`config.mk`:
```
export PLATFORM = sky130hd
export DESIGN_NAME = bts_ram
export DESIGN_NICKNAME = d
export VERILOG_FILES = /design/src/sv/bts_ram.sv
export SDC_FILE = /design/constraint.sdc
export NUM_CORES = 1
export LEC_CHECK = 0
export ABC_AREA = 1
export BUFFER_PORTS_ARGS = -buffer_cell sky130_fd_sc_hd__buf_4
export CELL_PAD_IN_SITES_DETAIL_PLACEMENT = 1
export CELL_PAD_IN_SITES_GLOBAL_PLACEMENT = 2
export CORE_MARGIN = 1.5
export CORE_UTILIZATION = 28
export DETAILED_ROUTE_END_ITERATION = 10
export HOLD_SLACK_MARGIN = 0.05
export PLACE_DENSITY = 0.67
export SLEW_MARGIN = 30
export SYNTH_ARGS = -nofsm -noshare
export SYNTH_HDL_FRONTEND = slang
export SYNTH_SLANG_ARGS = --single-unit
```
`constraint.sdc`:
```
create_clock -name clk -period 2.5 [get_ports clk]
set_input_delay 0.125 -clock clk [delete_from_list [all_inputs] [get_ports clk]]
set_output_delay 0.125 -clock clk [all_outputs]
set_load 0.01 [all_outputs]
```
`src/sv/bts_ram.sv`:
```
`timescale 1ns / 1ps
// ----------------------------------------------------------------------------
// bts_ram
// Generic single-write, single-read RAM with registered read data.
// ----------------------------------------------------------------------------
module bts_ram #(
  parameter int WIDTH = 8,
  parameter int DEPTH = 16
) (
  input  logic                     clk,
  input  logic                     we,
  input  logic [$clog2(DEPTH)-1:0] waddr,
  input  logic [WIDTH-1:0]         wdata,
  input  logic [$clog2(DEPTH)-1:0] raddr,
  output logic [WIDTH-1:0]         rdata
);

  logic [WIDTH-1:0] mem [DEPTH];

  always_ff @(posedge clk) begin
    if (we) begin
      mem[waddr] <= wdata;
    end
    rdata <= mem[raddr];
  end

endmodule

```
==> impl_metrics.yaml, run 1 <==
global_routing:
  grtUsageMet1_pct: 19.1
  track_usage_pct: 15.4
  grt_max_degree: 42
  antenna_found_initial: 0
  grtUsageMet2_pct: 25.8
  grt_pass1_wl_mm: 24.1
  top_usage_layer: "met2"
  overflow: 0
  grt_pass1_vias: 4133
  use_met3_pct: 3.13
sta:
  final.min_clock_period_ns: 1.21
  setup_viol: 0
  finalCritPeriodShare_pct: 48.4
  max_freq_mhz: 827
  whs_ns: 0.0815
  slew_headroom_pct: 42.3
  drv_slew: 0
  final_hold_viol_count: 0
  clock_skew_ns: 0.00507
  tightestPinTransition_ns: 0.863
  rsz0062_at_grt: "no"
  tns_ns: 0
yosys:
  synth_area_leader_cell: "edfxtp_1"
  netlist.area_leader.share_pct: 66.7
  synth-seq-cells: 136
  synthTopCellsByArea: "edfxtp_1, nand2_1, nand3_1"
  syn_area_per_cell_um2: 10.5
  syn_nets: 569
  ys_seq_area_share_pct: 69.4
  netlist_instances: 551
  syn-cell-area_um2: 5770
  synth-warning-count: 0
  ys_types: 12
detailed_routing:
  wl_mm: 15.5
  via_per_inst: 4.44
  drt_iter0_drc: 206
  postRouteAntennaNets: 0
  dr.pass1.iters: 4
  drc_errors: 0
  num_vias: 3819
  wl_per_cell_um: 18.0
critical_path:
  crit_arrival_ns: 1.51
  crit_chain: "buf_4, buf_4, nand2_1, nand3_1, nand3_1, nand3_1, nand2_1"
  critPathMaxFanout: 41
  cp_top_family: "buffers and inverters"
  reg2reg_slack_ns: 1.42
  crit_buf_inv: 2
  worstSetupEndpointType: "flip-flop"
  cp.required_ns: 2.80
  crit_path_top_delay_cell: "buf_4"
  path_common_cell: "nand3_1"
  cp_num_cells: 7
  rr_worst_depth: 6
  worst_setup_path_start_kind: "input pin"
  r2r_start: "mem[0][7]"
  max_stage_delay_ns: 0.47
  r2r_end: "rdata[7]"
  cp-startpoint: "raddr[0]"
  worstSetupPathType: "input pin to flip-flop"
  crit_path_end: "rdata[7]"
die:
  start_util_pct: 28.5
  io_pins: 26
  dieArea_um2: 21500
  core-area_um2: 20200
  die_x_um: 147
  rows: 52
  die_y_um: 147
pwr:
  static-leakage-power_nw: 2.85
  power_density_nw_per_um2: 783
  p_sw_share_pct: 21.4
  p_comb_share_pct: 6.4
  ir_drop_mv: 0.474
  power_frac_clock_pct: 45.0
  p_sw_mw: 1.13
  seq_power_share_pct: 48.7
  p_int_mw: 4.15
clock_network:
  cts_sinks: 136
  post_cts_buffers: 0
  cts-root-buf: "clkbuf_16"
  cts_max_level: 4
  clock_latency_ns: 0.41
  cts_buffers: 17
  cts_tree: "done"
  post_cts_resized: 0
  clockBufferDepth: 2
  clk_pin_slew_ns: 0.06
placed_design:
  dp.final_hpwl_mm: 10.1
  io_buffers: 25
  gp_congestion: 0.766
final_layout:
  fin_nets: 595
  antenna_cells: 0
  syn2layout_area_growth_pct: 17.0
  drive_gt1_share_pct: 9.66
worst_hold_path:
  min_path_type: "input pin to flip-flop"
run:
  maxCapViolations: 0
run_status:
  status: "complete, no violations"
layout by cell type, fill, tap and decap left out, drive strengths merged:
| master | netlist | routed |
|---|---|---|
| buf | 24 | 30 |
| bufinv | 0 | 1 |
| clkbuf | 0 | 29 |
| clkinv | 0 | 2 |
| dfxtp | 8 | 8 |
| dlygate4sd3 | 0 | 1 |
| edfxtp | 128 | 128 |
| inv | 102 | 102 |
| nand2 | 173 | 173 |
| nand3 | 97 | 97 |
| nand3b | 2 | 2 |
| nor2 | 17 | 17 |
worst min-delay path by stage:
stage / startpoint / to / slack, ns / cells after the start
6_report: wdata[6] / mem[4][6] / 0.08 / 1
5_1_grt: wdata[2] / mem[10][2] / 0.08 / 1
4_1_cts: wdata[0] / mem[3][0] / 0.07 / 1
3_5_place_dp: raddr[3] / rdata[3] / 0.48 / 3
3_3_place_gp: raddr[3] / rdata[3] / 0.49 / 3
2_1_floorplan: wdata[0] / mem[0][0] / 0.22 / 0
metal layers:
metal / up-vias / routed length, um
met1: 1915 / 6990
met5: - / 0
met3: 25 / 494
met4: 0 / 432
met2: 59 / 7570
li1: 1820 / -
cells in the mapped netlist, drive strengths merged:
master	n
nand3	97
dfxtp	8
nand3b	2
buf	24
edfxtp	128
nand2	173
nor2	17
inv	102
flip-flops by register name (all words and copies together) (netlist names):
name / cells
mem: 128
rdata: 8
worst reg2reg max path, stage by stage (launching register included):
cell and delay [ns]:
edfxtp_1 0.37, inv_1 0.07, nand2_1 0.05, nand3_1 0.15, nand3_1 0.14, nand3_1 0.13
nand2_1 0.06
power groups by stage:
stage	registers (mW)	clock network, mW	logic (mW)
floorplan	2.62	0	0.180
global placement	2.62	0	0.340
detailed placement	2.62	0	0.347
CTS	2.57	2.43	0.349
global route	2.57	2.51	0.377
finish	2.57	2.38	0.336
per-stage QoR:
step | power [mW] | instances | setup WS, ns | utilization, % | instance area (um^2)
after CTS | 5.35 | 860 | 1.27 | 33.3 | 6750
after global routing | 5.46 | 860 | 1.19 | 33.3 | 6750
final | 5.28 | 860 | 1.29 | 33.3 | 6750
after floorplan | 2.80 | 551 | 1.42 | - | 5770
after global placement | 2.96 | 827 | 0.804 | 30.5 | 6180
after detailed placement | 2.96 | 827 | 0.808 | 30.5 | 6180
what timing repair did:
item / CTS / global route
hold buffers: 1 / 0
hold endpoints to repair: 1 / 0
endpoints found under the setup margin: 0 / 0
cells by family after synthesis:
group         Yosys count  synth area share, %
flops                 136                 69.4
buf+inv               126                 9.52
simple gates          289                 21.0
cell type report:
cell class	count	area (um^2)
clock buffer	29	520
clock inverter	3	40.0
fill	2256	13500
inverter	102	383
multi-input combinational	289	1210
sequential	136	4000
tap	270	338
timing repair buffer	31	248
(Power assumes the default switching activity.)
==> run 2, diff against run 1 <==
ABC_AREA = 0   (was 1)
PLACE_DENSITY = 0.61   (was 0.67)
clock period = 1.1 ns   (was 2.5 ns; I/O delays follow)
==> run 2 against run 1 <==
Net effect:
- the flow now finishes with violations (negative setup slack)
- combinational power increased by 110%
- power grew 130%
- worst setup slack worse by 1.5 ns
- via count decreased by 35%
- cell area fell by 2.7%
- global-route usage decreased by 2.9 points
- critical endpoint unchanged
- largest cell class unchanged
- highest routed layer unchanged
==> impl_metrics.yaml, run 2 <==
final_layout:
  regMostFlops: "mem"
  fin_cells: 544
  antenna_cells: 0
  largest_reg_flops: 128
  finish.utilization_pct: 36.4
  reg_top3: "mem x128, rdata x8"
  layout.cells.most_common: "edfxtp_1"
  syn2layout_area_growth_pct: 27.5
  fin_nets: 320
  mostFrequentLayoutCells: "edfxtp_1, buf_4, mux4_2"
  drive_gt1_share_pct: 41.6
detailed_routing:
  wl_mm: 11.1
  drc_errors: 0
  postRouteAntennaNets: 0
  wl_per_cell_um: 20.5
  drt_iter0_drc: 153
  dr.pass1.iters: 4
  num_vias: 2472
  via_per_inst: 4.54
critical_path:
  crit_path_top_delay_cell: "mux4_2"
  worstSetupEndpointType: "flip-flop"
  crit_arrival_ns: 1.56
  critPathMaxFanout: 1
  cp_top_family: "multiplexers"
  crit_chain: "mux4_2, a22oi_2, nand2_1"
  worst_setup_path_start_kind: "flip-flop"
  crit_buf_inv: 0
  reg2reg_slack_ns: -0.17
  cp.required_ns: 1.39
  max_stage_delay_ns: 0.52
  worstSetupPathType: "flip-flop to flip-flop"
pwr:
  p_sw_share_pct: 19.6
  ir_drop_mv: 1.16
  p_sw_mw: 2.35
  power_density_nw_per_um2: 1830
  p_comb_share_pct: 5.9
  p_int_mw: 9.64
  seq_power_share_pct: 48.7
  power_frac_clock_pct: 45.4
  design_power_total_mw: 12.0
  static-leakage-power_nw: 2.18
clock_network:
  cts_tree: "done"
  cts_sinks: 136
  cts_max_level: 4
  cts-root-buf: "clkbuf_16"
  clock_latency_ns: 0.41
  cts_buffers: 17
  clk_pin_slew_ns: 0.05
  clockBufferDepth: 2
placed_design:
  placedCellCount: 504
  gp_congestion: 0.678
  dp.final_hpwl_mm: 7.52
  detailedPlace.worstSlack_ns: -0.375
  io_buffers: 25
yosys:
  synth-warning-count: 0
  synth-seq-cells: 136
  syn-cell-area_um2: 5150
  synthTopCellsByCount: "edfxtp_1, mux4_2, a22oi_1"
  ys_types: 19
  synth_area_leader_cell: "edfxtp_1"
  async_reset_ff_share_pct: 0
  syn_nets: 247
  synthMostInstantiatedCell: "edfxtp_1"
  netlist.area_leader.share_pct: 74.7
  ys_seq_area_share_pct: 77.8
  synth_edf_count: 128
  synthTopCellsByArea: "edfxtp_1, mux4_2, mux4_1"
  synthFlopType: "edfxtp_1"
  syn_area_per_cell_um2: 22.5
  netlist_instances: 229
sta:
  slew_headroom_pct: 38.5
  fin_ws_ns: -0.168
  tightestPinTransition_ns: 0.920
  clock_skew_ns: 0.00533
  finalCritPeriodShare_pct: 115
  max_freq_mhz: 789
  setup_viol: 8
  tns_ns: -1.15
  rsz0062_at_grt: "yes"
  final.min_clock_period_ns: 1.27
  drv_slew: 0
  final_hold_viol_count: 0
run_status:
  violations: "negative setup slack"
  status: "finished with violations"
run:
  maxCapViolations: 0
worst_hold_path:
  min_path_type: "input pin to flip-flop"
die:
  core-area_um2: 18000
  start_util_pct: 28.6
  die_x_um: 139
  io_pins: 26
  die_y_um: 139
  rows: 49
  dieArea_um2: 19200
global_routing:
  grt_pass1_vias: 2796
  grt_pass1_wl_mm: 17.1
  grt_max_degree: 20
  overflow: 0
  antenna_found_initial: 0
  track_usage_pct: 12.5
-- run 2: path summary, 6_finish.rpt --
check	from	to	cells past startpoint
setup / recovery	mem[7][7]	rdata[7]	3
hold / removal	waddr[0]	mem[8][6]	3
setup reg to reg	mem[7][7]	rdata[7]	3
hold reg to reg	mem[12][4]	rdata[4]	3
-- run 2: cell families (layout without fill, tap and decap cells) --
logic type / Yosys count / count (layout) / share of synthesized area (%)
AND/OR/NAND/NOR: 35 / 35 / 3.18
buffers and inverters: 10 / 96 / 1.68
AO/OA/AOI/OAI: 16 / 16 / 2.33
multiplexers: 32 / 32 / 15.0
flip-flops: 136 / 136 / 77.8
-- run 2: worst register-to-register path, cell delays in order (launching register included) --
cell and delay, ns:
edfxtp_1 0.36, mux4_2 0.52, a22oi_2 0.21, nand2_1 0.07
-- run 2: layout make-up --
type	instances	area, um^2
fill	1801	11500
sequential	136	4000
multi-input combinational	83	1080
timing repair buffer	64	613
clock buffer	23	478
tap	229	287
clock inverter	9	98.8
-- run 2: what timing repair did --
action,4_1_cts,5_1_grt
hold buffers,8,0
setup buffers,0,0
pin swaps,3,2
setup endpoints to repair,8,8
hold endpoints to repair,128,0
gates resized for setup,11,0
-- run 2: power by group through the flow --
| stage | Sequential, mW | Clock, mW | Combinational [mW] |
|---|---|---|---|
| 3_5_place_dp | 5.95 | 0 | 0.676 |
| 3_3_place_gp | 5.94 | 0 | 0.665 |
| 2_1_floorplan | 5.94 | 0 | 0.324 |
| 5_1_grt | 5.85 | 5.75 | 0.767 |
| 6_report | 5.84 | 5.45 | 0.702 |
| 4_1_cts | 5.84 | 5.56 | 0.725 |
-- run 2: per-stage QoR --
step                cell area [um^2]  hold WS, ns
floorplan                       5180        0.154
CTS                             6570        0.151
finish                          6570        0.163
global placement                5880        0.365
detailed placement              5880        0.369
global route                    6570        0.167
-- run 2: routing by layer --
metal	GRT usage, %	vias up	routed length, um
met5	0	-	0
met4	5.65	0	192
met3	3.00	14	344
met1	15.3	1301	4860
li1	-	1106	-
met2	21.0	51	5740
==> run 3, diff against run 2 <==
CORE_UTILIZATION = 43   (was 28)
PLACE_DENSITY = 0.83   (was 0.61)
==> run 3 against run 2 <==
Net effect:
- the run ends with design-rule violations, negative setup slack left
- utilization is 19 points higher
- first-iteration DRC count is 3.3% higher
- worst hold slack worse by 0.0057 ns
- clock power is 9.0% lower
- wire length is 3.4% lower
- critical path type unchanged
- worst setup slack worse by 0.038 ns
- sequential power hardly changed
- sequential cell count stayed put
- die area is 34% lower
==> impl_metrics.yaml, run 3 (synthesis gave the netlist of run 2 again) <==
sta:
  fin_ws_ns: -0.206
  whs_ns: 0.158
  max_freq_mhz: 765
  clock_skew_ns: 0.00617
  slew_headroom_pct: 45.9
  drv_slew: 0
  rsz0062_at_grt: "yes"
  final_hold_viol_count: 0
  final.min_clock_period_ns: 1.31
  finalCritPeriodShare_pct: 119
  setup_viol: 8
  tightestPinTransition_ns: 0.809
run:
  maxCapViolations: 0
clock_network:
  post_cts_buffers: 0
  cts_sinks: 136
  clockBufferDepth: 2
  clk_pin_slew_ns: 0.06
  cts_buffers: 17
  clock_latency_ns: 0.41
  cts_max_level: 4
  cts-root-buf: "clkbuf_16"
  cts_tree: "done"
final_layout:
  fillerInstances: 1012
  regMostFlops: "mem"
  layout.cells.most_common: "edfxtp_1"
  antenna_cells: 0
  drive_gt1_share_pct: 40.1
  mostFrequentLayoutCells: "edfxtp_1, buf_4, mux4_2"
  design_area_um2: 6370
  fin_nets: 318
  syn2layout_area_growth_pct: 23.7
  reg_top3: "mem x128, rdata x8"
  fin_cells: 455
  largest_reg_flops: 128
placed_design:
  detailedPlace.worstSlack_ns: -0.306
  placed_cell_area_um2: 5740
  io_buffers: 25
  dp.final_hpwl_mm: 7.02
  placedCellCount: 416
  gp_congestion: 0.712
pwr:
  static-leakage-power_nw: 2.13
  ir_drop_mv: 1.49
  power_density_nw_per_um2: 1800
critical_path:
  crit_path_top_delay_cell: "mux4_2"
  crit_arrival_ns: 1.59
  crit_buf_inv: 0
  worstSetupEndpointType: "flip-flop"
  worstSetupPathType: "flip-flop to flip-flop"
  cp_top_family: "multiplexers"
  worst_setup_path_start_kind: "flip-flop"
  rr_worst_depth: 3
  max_stage_delay_ns: 0.50
  crit_chain: "mux4_2, a22oi_2, nand2_1"
  cp.required_ns: 1.39
  cp_num_cells: 3
  critPathMaxFanout: 1
global_routing:
  track_usage_pct: 18.7
  grt_pass1_wl_mm: 16.5
  antenna_found_initial: 0
  grt_max_degree: 17
  overflow: 0
  grt_pass1_vias: 2758
detailed_routing:
  wl_mm: 10.8
  via_per_inst: 5.55
  drc_errors: 2
  drt_iter0_drc: 158
  dr.pass1.iters: 7
  postRouteAntennaNets: 0
  wl_per_cell_um: 23.6
  num_vias: 2524
die:
  rows: 39
  die_x_um: 112
  die_y_um: 112
  start_util_pct: 44.5
  core-area_um2: 11600
  io_pins: 26
  dieArea_um2: 12600
run_status:
  status: "finished with violations"
  violations: "design-rule violations, negative setup slack"
worst_hold_path:
  min_path_type: "input pin to flip-flop"
  whs_path_depth: 3
## run 3: per-layer routing
| layer | GRT usage [%] | vias up | share of wire, % |
|---|---|---|---|
| met1 | 23.2 | 1333 | 41 |
| met4 | 7.00 | 0 | 1.2 |
| met5 | 0 | - | 0 |
| li1 | - | 1105 | - |
| met2 | 31.6 | 77 | 53 |
| met3 | 5.24 | 9 | 5.0 |
## run 3: through the flow
step                      power (mW)  utilization (%)  setup TNS, ns
after floorplan                 6.27                -         -0.741
after global placement          6.56             49.7         -10.11
after detailed placement        6.60             49.7         -13.25
after CTS                       11.6             55.0          -1.45
after global routing            11.8             55.1          -1.61
final                           11.5             55.1          -1.30
## run 3: area by class of cell
class	count	area (um^2)	share of cell area (%)
Sequential cell	136	4000	62.9
Multi-Input combinational cell	83	1080	17.0
Timing Repair Buffer	62	586	9.20
Clock buffer	17	425	6.68
Tap cell	143	179	2.81
Clock inverter	14	91.3	1.43
## run 3: worst reg2reg max path, stage by stage, from the launching register on
cell and delay [ns]:
edfxtp_1 0.38, mux4_2 0.50, a22oi_2 0.23, nand2_1 0.08
## run 3: path summary, 6_finish.rpt
path,from,to,slack (ns)
max,mem[3][1],rdata[1],-0.21
min,waddr[1],mem[0][6],0.16
max reg2reg,mem[3][1],rdata[1],-0.21
min reg2reg,mem[14][6],rdata[6],0.68
## run 3: timing repair
| item | 4_1_cts | 5_1_grt |
|---|---|---|
| pin swaps | 3 | 1 |
| setup endpoints to repair | 8 | 8 |
| hold buffers | 8 | 0 |
| resized for setup | 10 | 0 |
| hold endpoints to repair | 128 | 0 |
## run 3: report_power, final
part / switching (mW) / internal (mW) / leakage, nW
sequential: 0.0404 / 5.80 / 1.22
combinational: 0.350 / 0.343 / 0.660
clock: 1.95 / 3.01 / 0.251
