**config.mk**
```make
export PLATFORM = sky130hd
export DESIGN_NAME = bts_div
export DESIGN_NICKNAME = d
export VERILOG_FILES = /design/src/sv/bts_pkg.sv /design/src/sv/bts_div.sv
export SDC_FILE = /design/constraint.sdc
export NUM_CORES = 1
export LEC_CHECK = 0
export BUFFER_PORTS_ARGS = -buffer_cell sky130_fd_sc_hd__buf_2
export CAP_MARGIN = 15
export CORE_MARGIN = 2
export CORE_UTILIZATION = 45
export DETAILED_ROUTE_END_ITERATION = 16
export PLACE_DENSITY_LB_ADDON = 0.05
export SYNTH_ARGS = -nofsm -noshare
export SYNTH_HDL_FRONTEND = slang
export SYNTH_SLANG_ARGS = --single-unit
```
**constraint.sdc**
```tcl
create_clock -name clk -period 3.15 [get_ports clk]
set_clock_uncertainty 0.1 [all_clocks]
set_input_delay 0.1575 -clock clk [delete_from_list [all_inputs] [get_ports clk]]
set_output_delay 0.1575 -clock clk [all_outputs]
set_load 0.02 [all_outputs]
```
**src/sv/bts_pkg.sv**
```systemverilog
`timescale 1ns / 1ps
// ----------------------------------------------------------------------------
// bts_pkg
// Shared constants, codes and types of the beat tone sequencer.
// ----------------------------------------------------------------------------
package bts_pkg;

  localparam int SONG_DEPTH = 1024;
  localparam int SONG_SLOTS = 8;
  localparam int ADDR_W     = $clog2(SONG_DEPTH);
  localparam int SLOT_W     = $clog2(SONG_SLOTS);

  localparam logic [15:0] TEMPO_RESET  = 16'd120;
  localparam logic [15:0] PERIOD_NUMER = 16'd60000;
  localparam int          DIV_STEPS    = 16;
  localparam int          DIV_CNT_W    = $clog2(DIV_STEPS + 1);

  typedef enum logic [2:0] {
    CMD_TICK        = 3'd0,
    CMD_LOAD_ENTRY  = 3'd1,
    CMD_LOAD_HEADER = 3'd2,
    CMD_PLAY        = 3'd3,
    CMD_REPLAY      = 3'd4,
    CMD_PLAY_NOTE   = 3'd5,
    CMD_NOP         = 3'd6
  } bts_cmd_t;

  typedef enum logic [1:0] {
    KIND_NOTE     = 2'd0,
    KIND_END      = 2'd1,
    KIND_END_IDLE = 2'd2
  } bts_kind_t;

  typedef struct packed {
    logic [1:0]  kind;
    logic [15:0] freq;
    logic [7:0]  beats;
  } bts_entry_t;

  typedef struct packed {
    logic [ADDR_W-1:0] start;
    logic [15:0]       tempo;
    logic [7:0]        repeats;
    logic [7:0]        tail;
  } bts_header_t;

  typedef struct packed {
    logic        done;
    logic [15:0] quotient;
  } bts_div_stat_t;

  typedef enum logic [3:0] {
    S_IDLE,
    S_CHANGE,
    S_HDR,
    S_ENT_RD,
    S_ENT,
    S_REP,
    S_DIV_GO,
    S_DIV_WAIT,
    S_OUT
  } bts_state_t;

endpackage

```
**src/sv/bts_div.sv**
```systemverilog
`timescale 1ns / 1ps
// ----------------------------------------------------------------------------
// bts_div
// Restoring divider, one quotient bit per cycle: 60000 / divisor.
// ----------------------------------------------------------------------------
module bts_div
  import bts_pkg::*;
(
  input  logic          clk,
  input  logic          rst,
  input  logic          start,
  input  logic [15:0]   divisor,
  output bts_div_stat_t stat
);

  logic                 active;
  logic [DIV_CNT_W-1:0] cnt;
  logic [15:0]          rem;
  logic [15:0]          quo;
  logic [15:0]          dvs;
  logic                 done;
  logic [16:0]          trial;
  logic                 fits;

  assign trial = {rem, quo[15]};
  assign fits  = trial >= {1'b0, dvs};

  always_ff @(posedge clk) begin
    if (rst) begin
      active <= 1'b0;
      cnt    <= '0;
      done   <= 1'b0;
    end else begin
      done <= active && (cnt == DIV_CNT_W'(1));
      if (start) begin
        active <= 1'b1;
        cnt    <= DIV_CNT_W'(DIV_STEPS);
      end else if (active) begin
        cnt <= cnt - DIV_CNT_W'(1);
        if (cnt == DIV_CNT_W'(1)) begin
          active <= 1'b0;
        end
      end
    end
  end

  always_ff @(posedge clk) begin
    if (start) begin
      rem <= '0;
      quo <= PERIOD_NUMER;
      // zero tempo reads as tempo one
      dvs <= (divisor == 16'd0) ? 16'd1 : divisor;
    end else if (active) begin
      rem <= fits ? 16'(trial - {1'b0, dvs}) : trial[15:0];
      quo <= {quo[14:0], fits};
    end
  end

  assign stat.done     = done;
  assign stat.quotient = quo;

endmodule

```
==> results of run 1 <==
## critical path: stages, from the launching register on
cell and delay (ns):
dfxtp_1 0.36, ha_1 0.38, o21ai_0 0.23, a21oi_1 0.11, o21ai_1 0.34, a21o_1 0.44
nand2_1 0.24, o311ai_0 0.38
## worst paths after layout
kind              startpoint  endpoint  cells past startpoint
setup / recovery      rem[1]    rem[1]                      7
hold / removal    divisor[0]    dvs[0]                      2
setup reg to reg      rem[1]    rem[1]                      7
hold reg to reg       quo[5]    quo[5]                      2
## cell families after synthesis
logic type | count (synthesis) | share of synthesized area, %
compound gates | 88 | 18.78
xor+xnor | 15 | 4.082
fa+ha+maj | 19 | 7.621
buf+inv | 64 | 8.398
flops | 55 | 39.19
mux | 17 | 5.288
simple gates | 105 | 16.64
## layer usage
layer | share of wire (%) | routed length (µm) | vias up
met5 | 0 | 0 | -
met4 | 0.88 | 63 | 0
met3 | 5.4 | 388 | 7
met2 | 42 | 2989 | 67
met1 | 52 | 3714 | 1204
li1 | - | - | 1342
## per-stage QoR
| stage | cells | area, µm² | total power (µW) | setup slack (ns) | hold slack (ns) |
|---|---|---|---|---|---|
| floorplan | 363 | 3218 | 1109 | 0.8342 | 0.1266 |
| CTS | 481 | 3606 | 1599 | 0.4738 | 0.05876 |
| global placement | 457 | 3357 | 1200 | 0.5759 | 0.2504 |
| finish | 481 | 3606 | 1592 | 0.4628 | 0.04696 |
| global route | 481 | 3606 | 1681 | 0.2028 | 0.04136 |
| detailed placement | 457 | 3357 | 1199 | 0.4863 | 0.2516 |
## repair_timing
| action | CTS | global route |
|---|---|---|
| hold buffers | 16 | 0 |
| endpoints found under the hold margin | 19 | 0 |
| buffers inserted | 0 | 0 |
## power by group
part	total (µW)	switching, µW	internal (µW)
combinational	382	217	165
sequential	819	43.3	776
clock	391	236	155
## synth_stat cells (all sizes together) (2+ instances only)
| library cell | count |
|---|---|
| a21oi | 17 |
| edfxtp | 16 |
| o21a | 2 |
| ha | 18 |
| nand2b | 5 |
| dfxtp | 39 |
| nand3 | 12 |
| o211ai | 6 |
| o221ai | 2 |
| a211oi | 7 |
| o32ai | 2 |
| nand4 | 3 |
| clkbuf | 25 |
| o41ai | 3 |
| a21o | 10 |
| inv | 24 |
| mux2i | 17 |
| nor3b | 6 |
| buf | 15 |
| nor4 | 5 |
| o311ai | 2 |
| a31oi | 4 |
| xor2 | 4 |
| nand3b | 6 |
| o21ai | 17 |
| nor3 | 7 |
| nand2 | 22 |
| a311oi | 7 |
| nor2 | 29 |
| a31o | 2 |
| and3 | 4 |
| xnor2 | 11 |
## registers in the layout (all words and copies together), names as in the netlist
register / flops
dvs: 16
quo: 16
rem: 16
cnt: 5
active: 1
done: 1
## final cells by class
class	count	area, µm²
clock buffers	5	68.82
flip-flops and latches	55	1262
well taps	96	120.1
repair buffers	54	357.8
fillers	645	3263
inverters	24	90.09
multi-input cells	244	1687
clock inverters	3	20.02
==> results.toml, run 1 <==
[yosys]
syn-cell-area_um2 = 3218
ys_warn_count = 0
ys_types = 53
synth_fp_nets = 401
yosysTopAreaCellShare_pct = 24.26
synthTopCellsByArea = "dfxtp_1 24%, edfxtp_1 15%, ha_1 7.0%, mux2i_1 5.3%, nor2_1 3.4%"
synth_top_area_cell = "dfxtp_1"
synth_edf_count = 16
synthArstFlopShare_pct = 0
netlist_instances = 363
synth_seq_cells = 55
ys.flop_type = "dfxtp_1"
ys_seq_area_share_pct = 39.19
avgSynthCellArea_um2 = 8.865

[grt]
groute.usage.overall_pct = 19.41
grt_pass1_wl_um = 11760
globalRoute.busiestLayer = "met1"
grt_use_met2_pct = 28.09
grt_max_degree = 47
gr-usage-met3_pct = 3.545
grt_overflow_total = 0
antenna_found_initial = 0
met1_usage_pct = 29.91
grt_pass1_vias = 2397

[placed_design]
gp_congestion = 0.8450
dpl.hpwl_um = 5315
port_buffers = 35

[sta]
fin_crit_ns = 2.687
hold_violations = 0
max_freq_mhz = 372.1
tightest_slew_ns = 0.7447
rsz0062_at_grt = "no"
drv_slew = 0
fin_tns_setup_ns = 0
max-slew-margin-rel_pct = 50.35
setup-violations-final = 0
fin_crit_sh_pct = 85.31

[layout]
final_cell_mix = "38 x dfxtp_1, 35 x buf_2, 29 x nor2_1"
layout_commonest_cell = "dfxtp_1"
drive_gt1_share_pct = 13.51
utilization_pct = 52.50
area_delta_synth_final_pct = 12.05
final_nets = 422
diodes = 0

[floorplanning]
num_io_pins = 36
coreArea_um2 = 6869
die-area_um2 = 7844
placementRows = 30
die_w_um = 88.57
die_h_um = 88.57
initial_core_util_pct = 46.85

[critical_path]
crit_required_ns = 3.25
rrSetupSlack_ns = 0.46
worstSetupPathType = "flip-flop to flip-flop"
start_kind = "flip-flop"
cp.arrival_ns = 2.79
cp-end-kind = "flip-flop"
crit_fanout = 12

[detailed_routing]
viasPerCell = 5.447
vias = 2620
route.detailed.drc = 0
routed_wirelength_um = 7156
post_drt_wl_per_cell_um = 14.88
first_pass_iters = 4
ant_nets = 0
drt_iter0_markers = 135

[clock_tree]
clock_latency_ns = 0.31
cts-root-buf = "clkbuf_8"
cts.clk_slew.worst_paths_ns = 0.10
cts_buffer_depth = 2
cts.htree.levels = 2
cts_tree = "done"
cts_num_sinks = 55
numCtsBuffers = 5
post_cts_resized = 0

[power_and_ir_drop]
cellPowerDensity_nw_per_um2 = 441.6
leakage_uw = 0.001505
peakVddDrop_mv = 0.3062

[hold_path]
hold_path_class = "input pin to flip-flop"

[run]
maxCapViolCount = 0

[status]
outcome = "completed"
(Power assumes the default switching activity.)
==> run 2, diff against run 1 <==
--- a/config.mk
+++ b/config.mk
@@ -7,10 +7,13 @@
 export LEC_CHECK = 0
 export BUFFER_PORTS_ARGS = -buffer_cell sky130_fd_sc_hd__buf_2
 export CAP_MARGIN = 15
+export CELL_PAD_IN_SITES_DETAIL_PLACEMENT = 0
+export CELL_PAD_IN_SITES_GLOBAL_PLACEMENT = 1
 export CORE_MARGIN = 2
 export CORE_UTILIZATION = 45
 export DETAILED_ROUTE_END_ITERATION = 16
 export PLACE_DENSITY_LB_ADDON = 0.05
+export SLEW_MARGIN = 40
 export SYNTH_ARGS = -nofsm -noshare
 export SYNTH_HDL_FRONTEND = slang
 export SYNTH_SLANG_ARGS = --single-unit
==> results.toml, run 2 (same netlist as run 1, synthesis figures left out) <==
[clock_tree]
cts-root-buf = "clkbuf_8"
cts_num_sinks = 55
holdBufCountCts = 16
cts.htree.levels = 2
post_cts_resized = 0
post_cts_buffers = 0
cts_buffer_depth = 2
clock_latency_ns = 0.32
cts.clk_slew.worst_paths_ns = 0.10
cts_tree = "done"
numCtsBuffers = 5

[status]
outcome = "completed"

[sta]
fin_crit_sh_pct = 87.99
max_freq_mhz = 360.8
tightest_slew_ns = 0.7735
rsz0062_at_grt = "no"
fin_tns_setup_ns = 0
max-slew-margin-rel_pct = 48.44
fin_crit_ns = 2.772
hold_violations = 0
setup-violations-final = 0
drv_slew = 0

[detailed_routing]
route.detailed.drc = 0
first_pass_iters = 4
post_drt_wl_per_cell_um = 16.33
drt_iter0_markers = 160
routed_wirelength_um = 7903
viasPerCell = 5.552
ant_nets = 0
vias = 2687

[layout]
final_cell_mix = "38 x dfxtp_1, 35 x buf_2, 29 x nor2_1"
diodes = 0
final_nets = 425
layout_commonest_cell = "dfxtp_1"
fin_cells = 484
drive_gt1_share_pct = 13.92
multi_input_area_um2 = 1687
area_delta_synth_final_pct = 13.30
nFillCells = 640
seqCellArea_um2 = 1262
reg_top3 = "dvs (16), quo (16), rem (16)"

[hold_path]
hold_path_class = "input pin to flip-flop"

[power_and_ir_drop]
leakage_uw = 0.001534
cellPowerDensity_nw_per_um2 = 457.0
peakVddDrop_mv = 0.2340

[critical_path]
crit_fanout = 8
start_kind = "flip-flop"
cp-end-kind = "flip-flop"
crit_required_ns = 3.26
rrSetupSlack_ns = 0.38
worstSetupPathType = "flip-flop to flip-flop"
cp.arrival_ns = 2.89

[floorplanning]
die_h_um = 88.57
num_io_pins = 36
die_w_um = 88.57
initial_core_util_pct = 46.85
coreArea_um2 = 6869
placementRows = 30
die-area_um2 = 7844

[grt]
grt_pass1_vias = 2602
groute.usage.overall_pct = 21.63
grt_pass1_wl_um = 12920
grt_overflow_total = 0
antenna_found_initial = 0
grt_max_degree = 44

[run]
maxCapViolCount = 0

[placed_design]
port_buffers = 35
gp_congestion = 0.8687
dpl.hpwl_um = 5571
place_inst = 460
==> run 2: metrics by stage <==
step           cell area (µm²)  hold slack (ns)  utilization (%)  total power, µW  setup WS [ns]
2_1_floorplan             3218           0.1266                -             1109         0.8342
3_3_place_gp              3379           0.2483            49.20             1205         0.4610
3_5_place_dp              3379           0.2505            49.20             1206         0.4707
4_1_cts                   3646          0.01397            53.08             1666         0.4363
5_1_grt                   3646          0.02697            53.08             1752         0.2106
6_report                  3646         0.009516            53.08             1666         0.3785
==> run 2: layout make-up <==
class / count / area share (%)
multi-input combinational: 244 / 46.26
sequential: 55 / 34.63
timing repair buffer: 57 / 10.43
tap: 96 / 3.294
clock buffer: 7 / 2.677
inverter: 24 / 2.471
clock inverter: 1 / 0.2402
==> run 2: critical path: stages (launching register included) <==
cell	delay (ns)
edfxtp_1	0.33
inv_1	0.05
ha_1	0.39
a21o_1	0.24
a21o_1	0.17
a21o_1	0.19
a21oi_1	0.55
buf_4	0.26
nand3_1	0.08
a311oi_1	0.31
==> run 2: per-layer routing <==
layer | vias up | wire length [µm] | global-route usage (%)
li1 | 1348 | - | -
met1 | 1264 | 3817 | 29.52
met2 | 64 | 3606 | 34.79
met3 | 11 | 360 | 4.384
met4 | 0 | 119 | 6.474
met5 | - | 0 | 0
==> run 2: report_power, final <==
group | leakage, µW | internal, µW | switching, µW
clock network | 0.0000540 | 209 | 247
logic | 0.00100 | 167 | 226
registers | 0.000477 | 776 | 41.0
==> run 2: final timing paths <==
kind	from	end	cells past startpoint
max	dvs[10]	rem[8]	9
min	divisor[0]	dvs[0]	2
max reg2reg	dvs[10]	rem[8]	9
min reg2reg	quo[13]	quo[14]	2
==> run 3, diff against run 2 <==
--- a/config.mk
+++ b/config.mk
@@ -5,12 +5,14 @@
 export SDC_FILE = /design/constraint.sdc
 export NUM_CORES = 1
 export LEC_CHECK = 0
+export ABC_AREA = 1
 export BUFFER_PORTS_ARGS = -buffer_cell sky130_fd_sc_hd__buf_2
 export CAP_MARGIN = 15
 export CELL_PAD_IN_SITES_DETAIL_PLACEMENT = 0
 export CELL_PAD_IN_SITES_GLOBAL_PLACEMENT = 1
 export CORE_MARGIN = 2
 export CORE_UTILIZATION = 45
+export CTS_BUF_LIST = sky130_fd_sc_hd__clkbuf_8
 export DETAILED_ROUTE_END_ITERATION = 16
 export PLACE_DENSITY_LB_ADDON = 0.05
 export SLEW_MARGIN = 40
==> results.toml, run 3 <==
[status]
outcome = "completed"

[run]
maxCapViolCount = 0

[grt]
grt_max_degree = 40
antenna_found_initial = 0
groute.usage.overall_pct = 21.55
grt_pass1_wl_um = 14450
grt_overflow_total = 0
grt_pass1_vias = 2942

[detailed_routing]
vias = 3005
routed_wirelength_um = 8618
ant_nets = 0
post_drt_wl_per_cell_um = 14.04
first_pass_iters = 4
drt_iter0_markers = 167
viasPerCell = 4.894
route.detailed.drc = 0

[sta]
max-slew-margin-rel_pct = 45.84
fin_crit_sh_pct = 76.20
rsz0062_at_grt = "no"
hold_violations = 0
drv_slew = 0
fin_tns_setup_ns = 0
fin_crit_ns = 2.400
max_freq_mhz = 416.6
tightest_slew_ns = 0.8050
setup-violations-final = 0

[placed_design]
gp_congestion = 0.9278
port_buffers = 35
dpl.hpwl_um = 6470

[floorplanning]
coreArea_um2 = 7607
placementRows = 32
initial_core_util_pct = 45.61
die_w_um = 91.81
num_io_pins = 36
die_h_um = 91.81
die-area_um2 = 8428

[critical_path]
cp_cell_sequence = "inv_1, ha_1, nand2_1, inv_1, nand2_1, nand2_1, nand2_1, nand2_1, nor2_4, nand2_4, inv_2, nand2_2, nor2_1, nor2_1, nor2_1"
critPathSlowestCell = "edfxtp_1"
endpoint = "rem[7]"
cp_top_family = "simple AND/OR/NAND/NOR gates"
rrSetupSlack_ns = 0.75
crit_required_ns = 3.31
cp.arrival_ns = 2.56
r2r-end = "rem[7]"
slowest_delay_ns = 0.35
start_kind = "flip-flop"
worstSetupPathType = "flip-flop to flip-flop"
r2r_start = "dvs[12]"
startpoint = "dvs[12]"
path_common_cell = "nand2_1"
crit_fanout = 16
cp-end-kind = "flip-flop"
critical_path_buf_inv_count = 3
cp.depth = 15
reg2regPathDepth = 15

[clock_tree]
numCtsBuffers = 5
post_cts_resized = 0
cts_tree = "done"
cts-root-buf = "clkbuf_8"
cts_buffer_depth = 2
post_cts_buffers = 0
clock_latency_ns = 0.32
cts_num_sinks = 55
cts.htree.levels = 2
cts.clk_slew.worst_paths_ns = 0.10

[yosys]
synth_adder_area_share_pct = 7.068
synth_top_area_cell = "dfxtp_1"
netlist_instances = 480
yosysTopAreaCellShare_pct = 22.50
ys_warn_count = 0
synth.mux.area_fraction_pct = 0
synthTopCellsByArea = "dfxtp_1 23%, edfxtp_1 14%, nand2_1 13%, inv_1 8.2%, ha_1 6.5%"
synthArstFlopShare_pct = 0
avgSynthCellArea_um2 = 7.228
ys_seq_area_share_pct = 36.35
synth_seq_cells = 55
synth-simple-area-share_pct = 34.62
ys.flop_type = "dfxtp_1"
ys_types = 39
synth_top_family_by_area = "simple AND/OR/NAND/NOR gates"
synth_compound_area_share_pct = 7.573
synth_edf_count = 16
synth_fp_nets = 518
syn-cell-area_um2 = 3470
yosysMostFrequentCell = "nand2_1"
ys_top_cells_by_count = "117 x nand2_1, 76 x inv_1, 42 x nor2_1"
synthXorXnorAreaFrac_pct = 1.515

[layout]
drive_gt1_share_pct = 17.38
final_cell_mix = "117 x nand2_1, 77 x inv_1, 42 x nor2_1"
area_delta_synth_final_pct = 12.77
final_nets = 549
layout_commonest_cell = "nand2_1"
diodes = 0
reg_top3 = "dvs (16), quo (16), rem (16)"

[power_and_ir_drop]
peakVddDrop_mv = 0.2127
swShare_pct = 32.07
p_switching_uw = 550.0
comb_power_share_pct = 24.4
leakage_uw = 0.001944
seqPwrFrac_pct = 47.1
p_int_uw = 1165
p_clk_share_pct = 28.5
power.total_uw = 1715
cellPowerDensity_nw_per_um2 = 438.3

[hold_path]
hold_path_class = "input pin to flip-flop"
run 3: cell count changes in the layout (fill, tap and decap cells not counted), moves of 7 or more:
cell      before  now
nand3_2        0   15
a21o_1        10    0
nand3_1       12   35
a311oi_1       7    0
a21oi_2        1    9
inv_1         24   77
nand2_1       22  117
mux2i_1       17    0
nor2_1        29   42
nand2_2        0   10
run 3: area by class of cell:
type                            count  area (µm²)
Clock buffer                        5       68.82
Inverter                           78       292.8
Timing Repair Buffer               54       357.8
Tap cell                          102       127.6
Sequential cell                    55        1261
Multi-Input combinational cell    317        1762
Clock inverter                      3       42.54
Fill cell                         781        3695
run 3: layer usage:
layer / vias up / track usage (%) / part of all wire [%]
met5: - / 0 / 0
met2: 53 / 36.27 / 47
met1: 1380 / 29.19 / 48
li1: 1563 / - / -
met4: 0 / 5.970 / 1.6
met3: 9 / 2.712 / 3.2
run 3: cell families (layout without fill, tap and decap cells):
group | Yosys count | after routing
and+or+nand+nor | 250 | 250
adders and majority gates | 19 | 19
AOI/OAI and AO/OA | 42 | 42
xor gates and xnor gates | 6 | 6
DFF | 55 | 55
buffers and inverters | 108 | 140
run 3: what timing repair did:
action	4_1_cts	5_1_grt
hold buffers	16	0
endpoints found under the setup margin	0	0
hold endpoints to repair	18	0
run 3: worst min path at each step:
stage / startpoint / to / slack [ns] / cells after the start
floorplan: rst / active / 0.13 / 1
global placement: divisor[8] / dvs[8] / 0.25 / 1
detailed placement: divisor[7] / dvs[7] / 0.25 / 1
CTS: divisor[0] / dvs[0] / 0.007 / 2
global route: divisor[0] / dvs[0] / 0.03 / 2
finish: divisor[0] / dvs[0] / 0.01 / 2
run 3: power by group through the flow:
| stage | clock network, µW | registers [µW] | logic (µW) |
|---|---|---|---|
| 2_1_floorplan | 0 | 837 | 286 |
| 3_3_place_gp | 0 | 823 | 400 |
| 3_5_place_dp | 0 | 825 | 401 |
| 4_1_cts | 506 | 808 | 418 |
| 5_1_grt | 532 | 814 | 470 |
| 6_report | 489 | 808 | 418 |
run 3: per-stage QoR:
stage	util (%)	std cells	setup slack [ns]	hold WS [ns]	area, µm²
5_1_grt	51.43	614	0.4956	0.02546	3913
4_1_cts	51.43	614	0.7430	0.007487	3913
6_report	51.43	614	0.7497	0.009650	3913
3_5_place_dp	47.86	590	0.7831	0.2543	3641
3_3_place_gp	47.86	590	0.8021	0.2493	3641
2_1_floorplan	-	480	1.133	0.1266	3470
